### src/rtl/core/ckb_pkg.sv
// ----------------------------------------------------------------------------
// ckb_pkg
// Types, constants and helper functions for the chroma key blend pipeline.
// ----------------------------------------------------------------------------
package ckb_pkg;

    localparam int PIX_W      = 8;
    localparam int SQ_W       = 2 * PIX_W;
    localparam int SUM_W      = 18;
    localparam int DIST_W     = 9;
    localparam int REM_W      = 10;
    localparam int TRIAL_W    = REM_W + 2;
    localparam int CFG_W      = 9;
    localparam int CFG_IDX_W  = 3;
    localparam int STEPS_PER_STAGE = 3;

    localparam logic [CFG_IDX_W-1:0] REG_KEY_RED   = 3'd0;
    localparam logic [CFG_IDX_W-1:0] REG_KEY_GREEN = 3'd1;
    localparam logic [CFG_IDX_W-1:0] REG_KEY_BLUE  = 3'd2;
    localparam logic [CFG_IDX_W-1:0] REG_LOWER     = 3'd3;
    localparam logic [CFG_IDX_W-1:0] REG_UPPER     = 3'd4;

    typedef enum logic [1:0] {
        REGION_BG    = 2'd0,
        REGION_BLEND = 2'd1,
        REGION_FG    = 2'd2
    } region_t;

    typedef struct packed {
        logic [PIX_W-1:0] red;
        logic [PIX_W-1:0] green;
        logic [PIX_W-1:0] blue;
    } pixel_t;

    typedef struct packed {
        pixel_t fg;
        pixel_t bg;
    } pair_t;

    // digit-by-digit square root state: radicand bits still to bring down,
    // partial remainder and partial root
    typedef struct packed {
        logic [SUM_W-1:0]  rad;
        logic [REM_W-1:0]  rem;
        logic [DIST_W-1:0] root;
    } sqrt_t;

    function automatic logic [PIX_W-1:0] abs_diff(input logic [PIX_W-1:0] a,
                                                  input logic [PIX_W-1:0] b);
        logic [PIX_W-1:0] d;
        if (a > b)
        begin
            d = a - b;
        end
        else
        begin
            d = b - a;
        end
        return d;
    endfunction

    // one root bit: bring down two radicand bits, trial subtract 4*root+1
    function automatic sqrt_t sqrt_step(input sqrt_t s);
        logic [TRIAL_W-1:0] trial_rem;
        logic [TRIAL_W-1:0] trial_sub;
        sqrt_t              r;
        trial_rem = {s.rem, s.rad[SUM_W-1 -: 2]};
        trial_sub = {1'b0, s.root, 2'b01};
        r.rad     = {s.rad[SUM_W-3:0], 2'b00};
        if (trial_rem >= trial_sub)
        begin
            r.rem  = REM_W'(trial_rem - trial_sub);
            r.root = {s.root[DIST_W-2:0], 1'b1};
        end
        else
        begin
            r.rem  = REM_W'(trial_rem);
            r.root = {s.root[DIST_W-2:0], 1'b0};
        end
        return r;
    endfunction

    function automatic logic [PIX_W-1:0] avg2(input logic [PIX_W-1:0] a,
                                              input logic [PIX_W-1:0] b);
        logic [PIX_W:0] s;
        s = {1'b0, a} + {1'b0, b};
        return s[PIX_W:1];
    endfunction

endpackage

### src/rtl/core/ckb_dist.sv
// ----------------------------------------------------------------------------
// ckb_dist
// Squared key distance: abs difference, square and sum, three stages.
// ----------------------------------------------------------------------------
module ckb_dist (
    input  logic                 clk,
    input  logic                 rst_n,
    input  ckb_pkg::pixel_t      key,
    input  logic                 in_valid,
    output logic                 in_ready,
    input  ckb_pkg::pair_t       in_pair,
    output logic                 out_valid,
    input  logic                 out_ready,
    output ckb_pkg::pair_t       out_pair,
    output logic [ckb_pkg::SUM_W-1:0] out_sum
);
    import ckb_pkg::*;

    logic   a_valid_reg, b_valid_reg, c_valid_reg;
    logic   a_ready, b_ready, c_ready;
    pair_t  a_pair_reg, b_pair_reg, c_pair_reg;
    logic [PIX_W-1:0] dr_reg, dg_reg, db_reg;
    logic [SQ_W-1:0]  sr_reg, sg_reg, sb_reg;
    logic [SUM_W-1:0] sum_reg;
    logic [SUM_W-1:0] sum_next;

    assign c_ready  = !c_valid_reg || out_ready;
    assign b_ready  = !b_valid_reg || c_ready;
    assign a_ready  = !a_valid_reg || b_ready;
    assign in_ready = a_ready;

    assign sum_next = SUM_W'(sr_reg) + SUM_W'(sg_reg) + SUM_W'(sb_reg);

    always_ff @(posedge clk or negedge rst_n)
    begin
        if (!rst_n)
        begin
            a_valid_reg <= 1'b0;
            b_valid_reg <= 1'b0;
            c_valid_reg <= 1'b0;
        end
        else
        begin
            if (a_ready)
            begin
                a_valid_reg <= in_valid;
            end
            if (b_ready)
            begin
                b_valid_reg <= a_valid_reg;
            end
            if (c_ready)
            begin
                c_valid_reg <= b_valid_reg;
            end
        end
    end

    always_ff @(posedge clk)
    begin
        if (a_ready && in_valid)
        begin
            a_pair_reg <= in_pair;
            dr_reg     <= abs_diff(in_pair.fg.red, key.red);
            dg_reg     <= abs_diff(in_pair.fg.green, key.green);
            db_reg     <= abs_diff(in_pair.fg.blue, key.blue);
        end
        if (b_ready && a_valid_reg)
        begin
            b_pair_reg <= a_pair_reg;
            sr_reg     <= SQ_W'(dr_reg) * SQ_W'(dr_reg);
            sg_reg     <= SQ_W'(dg_reg) * SQ_W'(dg_reg);
            sb_reg     <= SQ_W'(db_reg) * SQ_W'(db_reg);
        end
        if (c_ready && b_valid_reg)
        begin
            c_pair_reg <= b_pair_reg;
            sum_reg    <= sum_next;
        end
    end

    assign out_valid = c_valid_reg;
    assign out_pair  = c_pair_reg;
    assign out_sum   = sum_reg;

endmodule

### src/rtl/core/ckb_sqrt_stage.sv
// ----------------------------------------------------------------------------
// ckb_sqrt_stage
// One register stage of the integer square root, three root bits per stage.
// ----------------------------------------------------------------------------
module ckb_sqrt_stage (
    input  logic             clk,
    input  logic             rst_n,
    input  logic             in_valid,
    output logic             in_ready,
    input  ckb_pkg::pair_t   in_pair,
    input  ckb_pkg::sqrt_t   in_sqrt,
    output logic             out_valid,
    input  logic             out_ready,
    output ckb_pkg::pair_t   out_pair,
    output ckb_pkg::sqrt_t   out_sqrt
);
    import ckb_pkg::*;

    logic  valid_reg;
    pair_t pair_reg;
    sqrt_t sqrt_reg;
    sqrt_t sqrt_next;

    assign in_ready = !valid_reg || out_ready;

    always_comb
    begin
        sqrt_next = in_sqrt;
        for (int k = 0; k < STEPS_PER_STAGE; k++)
        begin
            sqrt_next = sqrt_step(sqrt_next);
        end
    end

    always_ff @(posedge clk or negedge rst_n)
    begin
        if (!rst_n)
        begin
            valid_reg <= 1'b0;
        end
        else if (in_ready)
        begin
            valid_reg <= in_valid;
        end
    end

    always_ff @(posedge clk)
    begin
        if (in_ready && in_valid)
        begin
            pair_reg <= in_pair;
            sqrt_reg <= sqrt_next;
        end
    end

    assign out_valid = valid_reg;
    assign out_pair  = pair_reg;
    assign out_sqrt  = sqrt_reg;

endmodule

### src/rtl/core/ckb_select.sv
// ----------------------------------------------------------------------------
// ckb_select
// Threshold compare and pixel select/average; holds the output word.
// ----------------------------------------------------------------------------
module ckb_select (
    input  logic                       clk,
    input  logic                       rst_n,
    input  logic [ckb_pkg::CFG_W-1:0]  lower,
    input  logic [ckb_pkg::CFG_W-1:0]  upper,
    input  logic                       in_valid,
    output logic                       in_ready,
    input  ckb_pkg::pair_t             in_pair,
    input  logic [ckb_pkg::DIST_W-1:0] in_dist,
    output logic                       out_valid,
    input  logic                       out_ready,
    output ckb_pkg::pixel_t            out_pix,
    output ckb_pkg::region_t           out_region
);
    import ckb_pkg::*;

    logic    valid_reg;
    pixel_t  pix_reg, pix_next;
    region_t region_reg, region_next;

    assign in_ready = !valid_reg || out_ready;

    always_comb
    begin
        if (in_dist < lower)
        begin
            region_next = REGION_BG;
            pix_next    = in_pair.bg;
        end
        else if (in_dist > upper)
        begin
            region_next = REGION_FG;
            pix_next    = in_pair.fg;
        end
        else
        begin
            region_next    = REGION_BLEND;
            pix_next.red   = avg2(in_pair.fg.red, in_pair.bg.red);
            pix_next.green = avg2(in_pair.fg.green, in_pair.bg.green);
            pix_next.blue  = avg2(in_pair.fg.blue, in_pair.bg.blue);
        end
    end

    always_ff @(posedge clk or negedge rst_n)
    begin
        if (!rst_n)
        begin
            valid_reg <= 1'b0;
        end
        else if (in_ready)
        begin
            valid_reg <= in_valid;
        end
    end

    always_ff @(posedge clk)
    begin
        if (in_ready && in_valid)
        begin
            pix_reg    <= pix_next;
            region_reg <= region_next;
        end
    end

    assign out_valid  = valid_reg;
    assign out_pix    = pix_reg;
    assign out_region = region_reg;

endmodule

### src/rtl/core/chroma_key_blend.sv
// ----------------------------------------------------------------------------
// chroma_key_blend
// Chroma key compositing of one foreground/background pixel pair per word.
//
// Input channel: in_valid/in_stall with fg_* and bg_* pixel channels.
// Output channel: out_valid/out_stall with out_red/green/blue and region
// (0 background, 1 blend, 2 foreground).
// Config: cfg_write, cfg_index, cfg_data; index 0..2 key color, 3 lower
// threshold, 4 upper threshold, other indexes ignored. Write while idle.
// Pipeline: 3 stages distance (diff, square, sum), 3 stages square
// root (3 root bits each), 1 stage compare/select which is the output
// register.
// Throughput: one word per cycle unless stalled; no state links words.
// Stall: each stage loads when empty or when the next one loads, so a
// stalled output fills the pipeline before in_stall rises; bubbles are
// squeezed out and no word is lost or repeated.
// Reset: all stages empty, all config registers zero.
// ----------------------------------------------------------------------------
module chroma_key_blend (
    input  logic                          clk,
    input  logic                          rst_n,
    input  logic                          cfg_write,
    input  logic [ckb_pkg::CFG_IDX_W-1:0] cfg_index,
    input  logic [ckb_pkg::CFG_W-1:0]     cfg_data,
    input  logic                          in_valid,
    output logic                          in_stall,
    input  logic [ckb_pkg::PIX_W-1:0]     fg_red,
    input  logic [ckb_pkg::PIX_W-1:0]     fg_green,
    input  logic [ckb_pkg::PIX_W-1:0]     fg_blue,
    input  logic [ckb_pkg::PIX_W-1:0]     bg_red,
    input  logic [ckb_pkg::PIX_W-1:0]     bg_green,
    input  logic [ckb_pkg::PIX_W-1:0]     bg_blue,
    output logic                          out_valid,
    input  logic                          out_stall,
    output logic [ckb_pkg::PIX_W-1:0]     out_red,
    output logic [ckb_pkg::PIX_W-1:0]     out_green,
    output logic [ckb_pkg::PIX_W-1:0]     out_blue,
    output logic [1:0]                    region
);
    import ckb_pkg::*;

    pixel_t            key_reg;
    logic [CFG_W-1:0]  lower_reg, upper_reg;

    pair_t             in_pair;
    logic              dist_in_ready;
    logic              d_valid, d_ready;
    pair_t             d_pair;
    logic [SUM_W-1:0]  d_sum;
    sqrt_t             s0_sqrt;

    logic              s1_valid, s1_ready, s2_valid, s2_ready, s3_valid, s3_ready;
    pair_t             s1_pair, s2_pair, s3_pair;
    sqrt_t             s1_sqrt, s2_sqrt, s3_sqrt;

    pixel_t            sel_pix;
    region_t           sel_region;

    always_ff @(posedge clk or negedge rst_n)
    begin
        if (!rst_n)
        begin
            key_reg   <= '0;
            lower_reg <= '0;
            upper_reg <= '0;
        end
        else if (cfg_write)
        begin
            case (cfg_index)
                REG_KEY_RED:   key_reg.red   <= cfg_data[PIX_W-1:0];
                REG_KEY_GREEN: key_reg.green <= cfg_data[PIX_W-1:0];
                REG_KEY_BLUE:  key_reg.blue  <= cfg_data[PIX_W-1:0];
                REG_LOWER:     lower_reg     <= cfg_data;
                REG_UPPER:     upper_reg     <= cfg_data;
                default:       ;
            endcase
        end
    end

    assign in_pair.fg.red   = fg_red;
    assign in_pair.fg.green = fg_green;
    assign in_pair.fg.blue  = fg_blue;
    assign in_pair.bg.red   = bg_red;
    assign in_pair.bg.green = bg_green;
    assign in_pair.bg.blue  = bg_blue;
    assign in_stall         = !dist_in_ready;

    ckb_dist u_dist (
        .clk       (clk),
        .rst_n     (rst_n),
        .key       (key_reg),
        .in_valid  (in_valid),
        .in_ready  (dist_in_ready),
        .in_pair   (in_pair),
        .out_valid (d_valid),
        .out_ready (d_ready),
        .out_pair  (d_pair),
        .out_sum   (d_sum)
    );

    assign s0_sqrt.rad  = d_sum;
    assign s0_sqrt.rem  = '0;
    assign s0_sqrt.root = '0;

    ckb_sqrt_stage u_sqrt0 (
        .clk       (clk),
        .rst_n     (rst_n),
        .in_valid  (d_valid),
        .in_ready  (d_ready),
        .in_pair   (d_pair),
        .in_sqrt   (s0_sqrt),
        .out_valid (s1_valid),
        .out_ready (s1_ready),
        .out_pair  (s1_pair),
        .out_sqrt  (s1_sqrt)
    );

    ckb_sqrt_stage u_sqrt1 (
        .clk       (clk),
        .rst_n     (rst_n),
        .in_valid  (s1_valid),
        .in_ready  (s1_ready),
        .in_pair   (s1_pair),
        .in_sqrt   (s1_sqrt),
        .out_valid (s2_valid),
        .out_ready (s2_ready),
        .out_pair  (s2_pair),
        .out_sqrt  (s2_sqrt)
    );

    ckb_sqrt_stage u_sqrt2 (
        .clk       (clk),
        .rst_n     (rst_n),
        .in_valid  (s2_valid),
        .in_ready  (s2_ready),
        .in_pair   (s2_pair),
        .in_sqrt   (s2_sqrt),
        .out_valid (s3_valid),
        .out_ready (s3_ready),
        .out_pair  (s3_pair),
        .out_sqrt  (s3_sqrt)
    );

    ckb_select u_select (
        .clk        (clk),
        .rst_n      (rst_n),
        .lower      (lower_reg),
        .upper      (upper_reg),
        .in_valid   (s3_valid),
        .in_ready   (s3_ready),
        .in_pair    (s3_pair),
        .in_dist    (s3_sqrt.root),
        .out_valid  (out_valid),
        .out_ready  (!out_stall),
        .out_pix    (sel_pix),
        .out_region (sel_region)
    );

    assign out_red   = sel_pix.red;
    assign out_green = sel_pix.green;
    assign out_blue  = sel_pix.blue;
    assign region    = sel_region;

endmodule

### config.mk
export PLATFORM = sky130hd
export DESIGN_NAME = chroma_key_blend
export DESIGN_NICKNAME = d
export VERILOG_FILES = /design/src/rtl/core/ckb_pkg.sv /design/src/rtl/core/ckb_dist.sv /design/src/rtl/core/ckb_sqrt_stage.sv /design/src/rtl/core/ckb_select.sv /design/src/rtl/core/chroma_key_blend.sv
export SDC_FILE = /design/constraint.sdc
export NUM_CORES = 1
export LEC_CHECK = 0
export BUFFER_PORTS_ARGS = -buffer_cell sky130_fd_sc_hd__buf_2
export CORE_MARGIN = 2
export CORE_UTILIZATION = 65
export DETAILED_ROUTE_END_ITERATION = 10
export PLACE_DENSITY = 0.88
export SLEW_MARGIN = 40
export SYNTH_ARGS = -nofsm -noshare
export SYNTH_HDL_FRONTEND = slang
export SYNTH_SLANG_ARGS = --single-unit
### constraint.sdc
create_clock -name clk -period 14 [get_ports clk]
set_input_delay 0.7 -clock clk [delete_from_list [all_inputs] [get_ports clk]]
set_output_delay 0.7 -clock clk [all_outputs]
set_load 0.01 [all_outputs]
# Yosys cells after proc, flatten, opt, wreduce, memory -nomap -nowiden
# Cells that the tools add are included.
# W data, S select, Z words.
[word_totals] ram_bits=0 wordCells=150 latchBits=0 romBits=0 in_bits=65 n_memories=0 regBits=518
[op_classes] magnitude_cmp=14 n_eq_ne=4 n_reduce_logical=29 div=0 addsub=19 bitwise=0 muxes=15 n_shift=0 n_mul=3
[op_table] op="$mux W19" count=8
[op_table] op="$ge A12 B11 Y1" count=8
[op_table] op="$sub A10 B10 Y10" count=7
[op_table] op="$mul A8 B8 Y16" count=3
[op_table] op="$mux W24" count=2
[op_table] op="$sub A8 B8 Y8" count=6
[op_table] op="$add A8 B8 Y9" count=3
[op_table] op="$gt A8 B8 Y1" count=3
[op_table] op="$mux W8" count=3
[op_table] op="$add A18 B16 Y18" count=1
[op_table] op="$add A16 B16 Y17" count=1
[op_table] op="$reduce_and A2 Y1" count=5
[op_table] op="$gt A9 B9 Y1" count=1
[op_table] op="$logic_not A1 Y1" count=9
[op_table] op="$lt A9 B9 Y1" count=1
[op_table] op="$logic_and A1 B1 Y1" count=7
[op_table] op="$logic_or A1 B1 Y1" count=7
[op_table] op="$eq A3 B2 Y1 const B" count=2
[op_table] op="$eq A3 B1 Y1 const B" count=1
[op_table] op="$eq A3 B3 Y1 const B" count=1
[op_table] op="$logic_not A3 Y1" count=1
[op_table] op="$sub A2 B1 Y3 const B" count=1
[op_table] op="$ge A2 B1 Y1 const B" count=1
[op_table] op="$mux W2" count=1
[op_table] op="$mux W1" count=1

# Longest topological paths before layout
[logic_depth] word_depth=9 ltp_mapped=30 ltp_nobuf=26

# By module
# From an unflattened synthesis, not the netlist that was laid out.
[hier_totals] hier_cells=2663 area_unflattened_um2=32483.7
[modules_own_cells] mod="ckb_dist" n_inst=1 area_per_inst_um2=14815.5 cells_per_inst=1174 seq_area_each_um2=7011.7
[modules_own_cells] mod="ckb_sqrt_stage (u_sqrt1 ...)" n_inst=2 area_per_inst_um2=4257.8 cells_per_inst=344 seq_area_each_um2=2397.3
[modules_own_cells] mod="ckb_sqrt_stage (u_sqrt0)" n_inst=1 area_per_inst_um2=4455.5 cells_per_inst=373 seq_area_each_um2=2397.3
[modules_own_cells] mod="ckb_select" n_inst=1 area_per_inst_um2=3072.9 cells_per_inst=333 seq_area_each_um2=805.8
[modules_own_cells] mod="chroma_key_blend" n_inst=1 area_per_inst_um2=1624.1 cells_per_inst=95 seq_area_each_um2=1051.0

# Worst setup path before layout
# No wires, ideal clock.
[synth_timing] path_type="reg2reg" from="register u_sqrt0.sqrt_reg, in the netlist u_sqrt0.out_sqrt[11]" to="register u_sqrt1.sqrt_reg, in the netlist u_sqrt1.out_sqrt[13], data pin" synth_period_minus_slack_ns=5.879 path_buffers=4 setup_time_ns=0.260 setup_slack_ns=8.121 arrival_ns=5.619 required_ns=13.740 stages_incl_launch_ff=27 cell_sequence="edfxtp_1 > ha_1 > or4_1 > buf_2 > or3_1 > buf_2 > buf_1 > nor2_1 > a21oi_1 > ha_1 > and2_1 > nand3_1 > o31ai_1 > a2111oi_0 > and3_1 > buf_2 > nand2_2 > inv_1 > nor2_1 > xnor2_1 > ha_1 > nand3_1 > or4_1 > o21ai_0 > a22oi_2 > nand3_2 > mux2_2"
[synth_lines] element="start, declared" line_no="ckb_sqrt_stage.sv:21" source="sqrt_t sqrt_reg;"
[synth_lines] element="start signal, assigned" line_no="ckb_sqrt_stage.sv:52" source="sqrt_reg <= sqrt_next;"
[synth_lines] element="end signal, assigned" line_no="ckb_sqrt_stage.sv:52"
[synth_lines] element="end, declared" line_no="ckb_sqrt_stage.sv:21"

==> impl_metrics.yaml <==
placement:
  gp_congestion: 0.851
  hpwl_mm: 40.8
  dp.cells: 2824
  io_buffers: 92
timing:
  relSlewSlack: 0.492
  clock_skew_ns: 0.0209
  layout_min_cycle_time_ns: 7.23
  tightest_slew_ns: 0.762
  report.final.slew_viol_count: 0
  grt_setup_unrepaired: "no"
  setup_viol: 0
  setup_tns_ns: 0
  hold_violations: 0
  fmax_mhz: 138
  fin_crit_sh: 0.516
die:
  die_w_um: 211
  rows: 75
  dieArea_um2: 44400
  start_util: 0.661
  die_h_um: 211
  design.core.area_um2: 42000
  boundaryPins: 93
worst_setup_path:
  crit_type: "reg2reg"
  cp-start-kind: "register"
  cp-end-kind: "register"
  cp.required_ns: 14.35
  cp.arrival_ns: 7.58
  reg2reg_depth: 23
  cp_max_fo: 15
detailed_routing:
  drt_iter0_markers: 1548
  firstDrtPassIters: 6
  drt-total-wl_mm: 62.3
  vias_per_cell: 6.08
  drc: 0
  final_antenna_net_count: 0
  num_vias: 17800
  wl_per_cell_um: 21.3
worst_hold_path:
  hp-class: "in2async"
global_routing:
  grt_pass1_vias: 18600
  grt-ovfl-total: 0
  antenna_found_initial: 5
  grt_usage: 0.286
  grt_max_degree: 76
  grt_pass1_wl_mm: 98.3
cts:
  postCtsSetupBuffers: 0
  clock_path_buffers: 3
  cts_tree: "built"
  path_clk_slew_ns: 0.07
  cts_made_buffers: 50
  ctsResizeCount: 0
  cts.sinks: 506
  htreeDepth: 2
  clkLatencyLatePin_ns: 0.60
  cts-root-buf: "clkbuf_16"
  holdBufCountCts: 0
cells_and_area:
  multiInputGateArea_um2: 11800
  instances_no_fill: 2923
  drive_gt1_frac: 0.110
  fillers: 2471
  fin_nets: 2741
  register_area_um2: 14900
  synthToLayoutAreaGrowth_pct: 10.3
synth:
  synth_flop_cell: "edfxtp_1"
  yosysSeqAreaShare: 0.538
  syn_avg_cell_area_um2: 12.5
  synth_edf_count: 457
  syn_inst: 2218
  async_flop_share: 0.0968
  ys_ff_latch: 506
  yosysWarningCount: 0
  synth_nets: 2622
  synthDistinctLibCells: 68
  netlist_area_um2: 27800
run:
  drv_cap: 0
run_status:
  status: "complete, no violations"
area by class of cell:
class / instances / share of cell area
Sequential cell: 506 / 0.487
Inverter: 250 / 0.0306
Timing Repair Buffer: 103 / 0.0191
Tap cell: 539 / 0.0220
Clock inverter: 31 / 0.0105
Clock buffer: 63 / 0.0448
Antenna cell: 5 / 0.000408
Multi-Input combinational cell: 1426 / 0.385
cells in the final DEF, fill, tap and decap left out, drive strengths merged, types with 8 or more instances in the layout:
cell type and count:
edfxtp 457, ha 254, inv 253, nand2 144
a21oi 112, o21ai 111, xnor2 103, buf 103
nor2 93, fa 85, and2 65, clkbuf 63
dfrtp 49, mux2 45, xor2 41, nor2b 39
a21o 37, nand3 33, o21a 30, nor3 29
o21bai 23, nand2b 23, mux2i 23, clkinv 20
and3 11, nand4 10, a211oi 10, o31ai 9
or3 8
metrics by stage:
step                 util  instance area (µm²)  hold slack (ns)  setup slack [ns]
finish              0.730                30700            0.237              6.77
global route        0.729                30700            0.257              6.24
CTS                 0.729                30700            0.242              6.81
detailed placement  0.689                29000            0.405              6.86
global placement    0.687                28900            0.401              7.04
floorplan               -                27800            0.400              8.12
worst paths after layout:
path | startpoint | to | slack, ns
min reg2reg | u_dist.a_pair_reg[8]$_DFFE_PP_ | u_dist.b_pair_reg[8]$_DFFE_PP_ | 0.41
max | u_sqrt0.out_sqrt[2]$_DFFE_PP_ | u_sqrt1.out_sqrt[14]$_DFFE_PP_ | 6.77
min | rst_n | u_dist.b_valid_reg$_DFFE_PN0P_ | 0.24
max in group asynchronous | rst_n | lower_reg[3]$_DFFE_PN0P_ | 13.25
min in group clk | bg_blue[6] | u_dist.a_pair_reg[6]$_DFFE_PP_ | 0.28
max reg2reg | u_sqrt0.out_sqrt[2]$_DFFE_PP_ | u_sqrt1.out_sqrt[14]$_DFFE_PP_ | 6.77
worst max-delay path, stage by stage (launching register included):
cell       delay (ns)
edfxtp_1         0.35
inv_1            0.12
ha_1             0.29
or4_1            0.66
or3_1            0.60
mux2i_1          0.49
inv_1            0.14
ha_1             0.37
and2_1           0.22
nand3_1          0.12
o31ai_1          0.07
a2111oi_0        0.39
and3_1           0.43
nand2_2          0.25
inv_1            0.25
nor2_1           0.09
xnor2_1          0.21
ha_1             0.33
nand3_1          0.19
a21oi_1          0.07
o211a_1          0.25
a2111oi_4        0.40
nand3_2          0.31
mux2_2           0.37
routing by layer:
| layer | track usage | wire length, µm | vias to the layer above |
|---|---|---|---|
| li1 | - | - | 8087 |
| met1 | 0.347 | 23800 | 8690 |
| met2 | 0.510 | 32000 | 791 |
| met3 | 0.0458 | 3920 | 191 |
| met4 | 0.120 | 2570 | 2 |
| met5 | 0 | 13 | - |
synth_stat cells, drive strengths merged, types with 7 or more instances:
cell type | instances | area share
a211oi | 10 | 0.0029
a21o | 37 | 0.010
a21oi | 112 | 0.020
a31oi | 7 | 0.0016
and2 | 65 | 0.015
and3 | 11 | 0.0025
buf | 7 | 0.0014
clkbuf | 29 | 0.0039
dfrtp | 49 | 0.044
edfxtp | 457 | 0.49
fa | 85 | 0.061
ha | 254 | 0.11
inv | 250 | 0.034
mux2 | 45 | 0.018
mux2i | 23 | 0.0083
nand2 | 144 | 0.020
nand2b | 23 | 0.0052
nand3 | 33 | 0.0061
nand4 | 10 | 0.0023
nor2 | 93 | 0.013
nor2b | 39 | 0.0088
nor3 | 29 | 0.0052
o21a | 30 | 0.0081
o21ai | 111 | 0.020
o21bai | 23 | 0.0062
o31ai | 9 | 0.0024
or2 | 7 | 0.0016
or3 | 8 | 0.0018
or4 | 7 | 0.0019
xnor2 | 103 | 0.032
xor2 | 41 | 0.013
logic make-up after synthesis:
logic type	count (synthesis)	synth area share
DFF	506	0.538
and+or+nand+nor	481	0.0853
AOI/OAI and AO/OA	394	0.0903
adders and majority gates	339	0.176
buffers and inverters	286	0.0390
xor gates and xnor gates	144	0.0454
muxes	68	0.0266
Power is not shown: default switching activity piles up to over one toggle a cycle in this logic, so the estimate is an artifact.
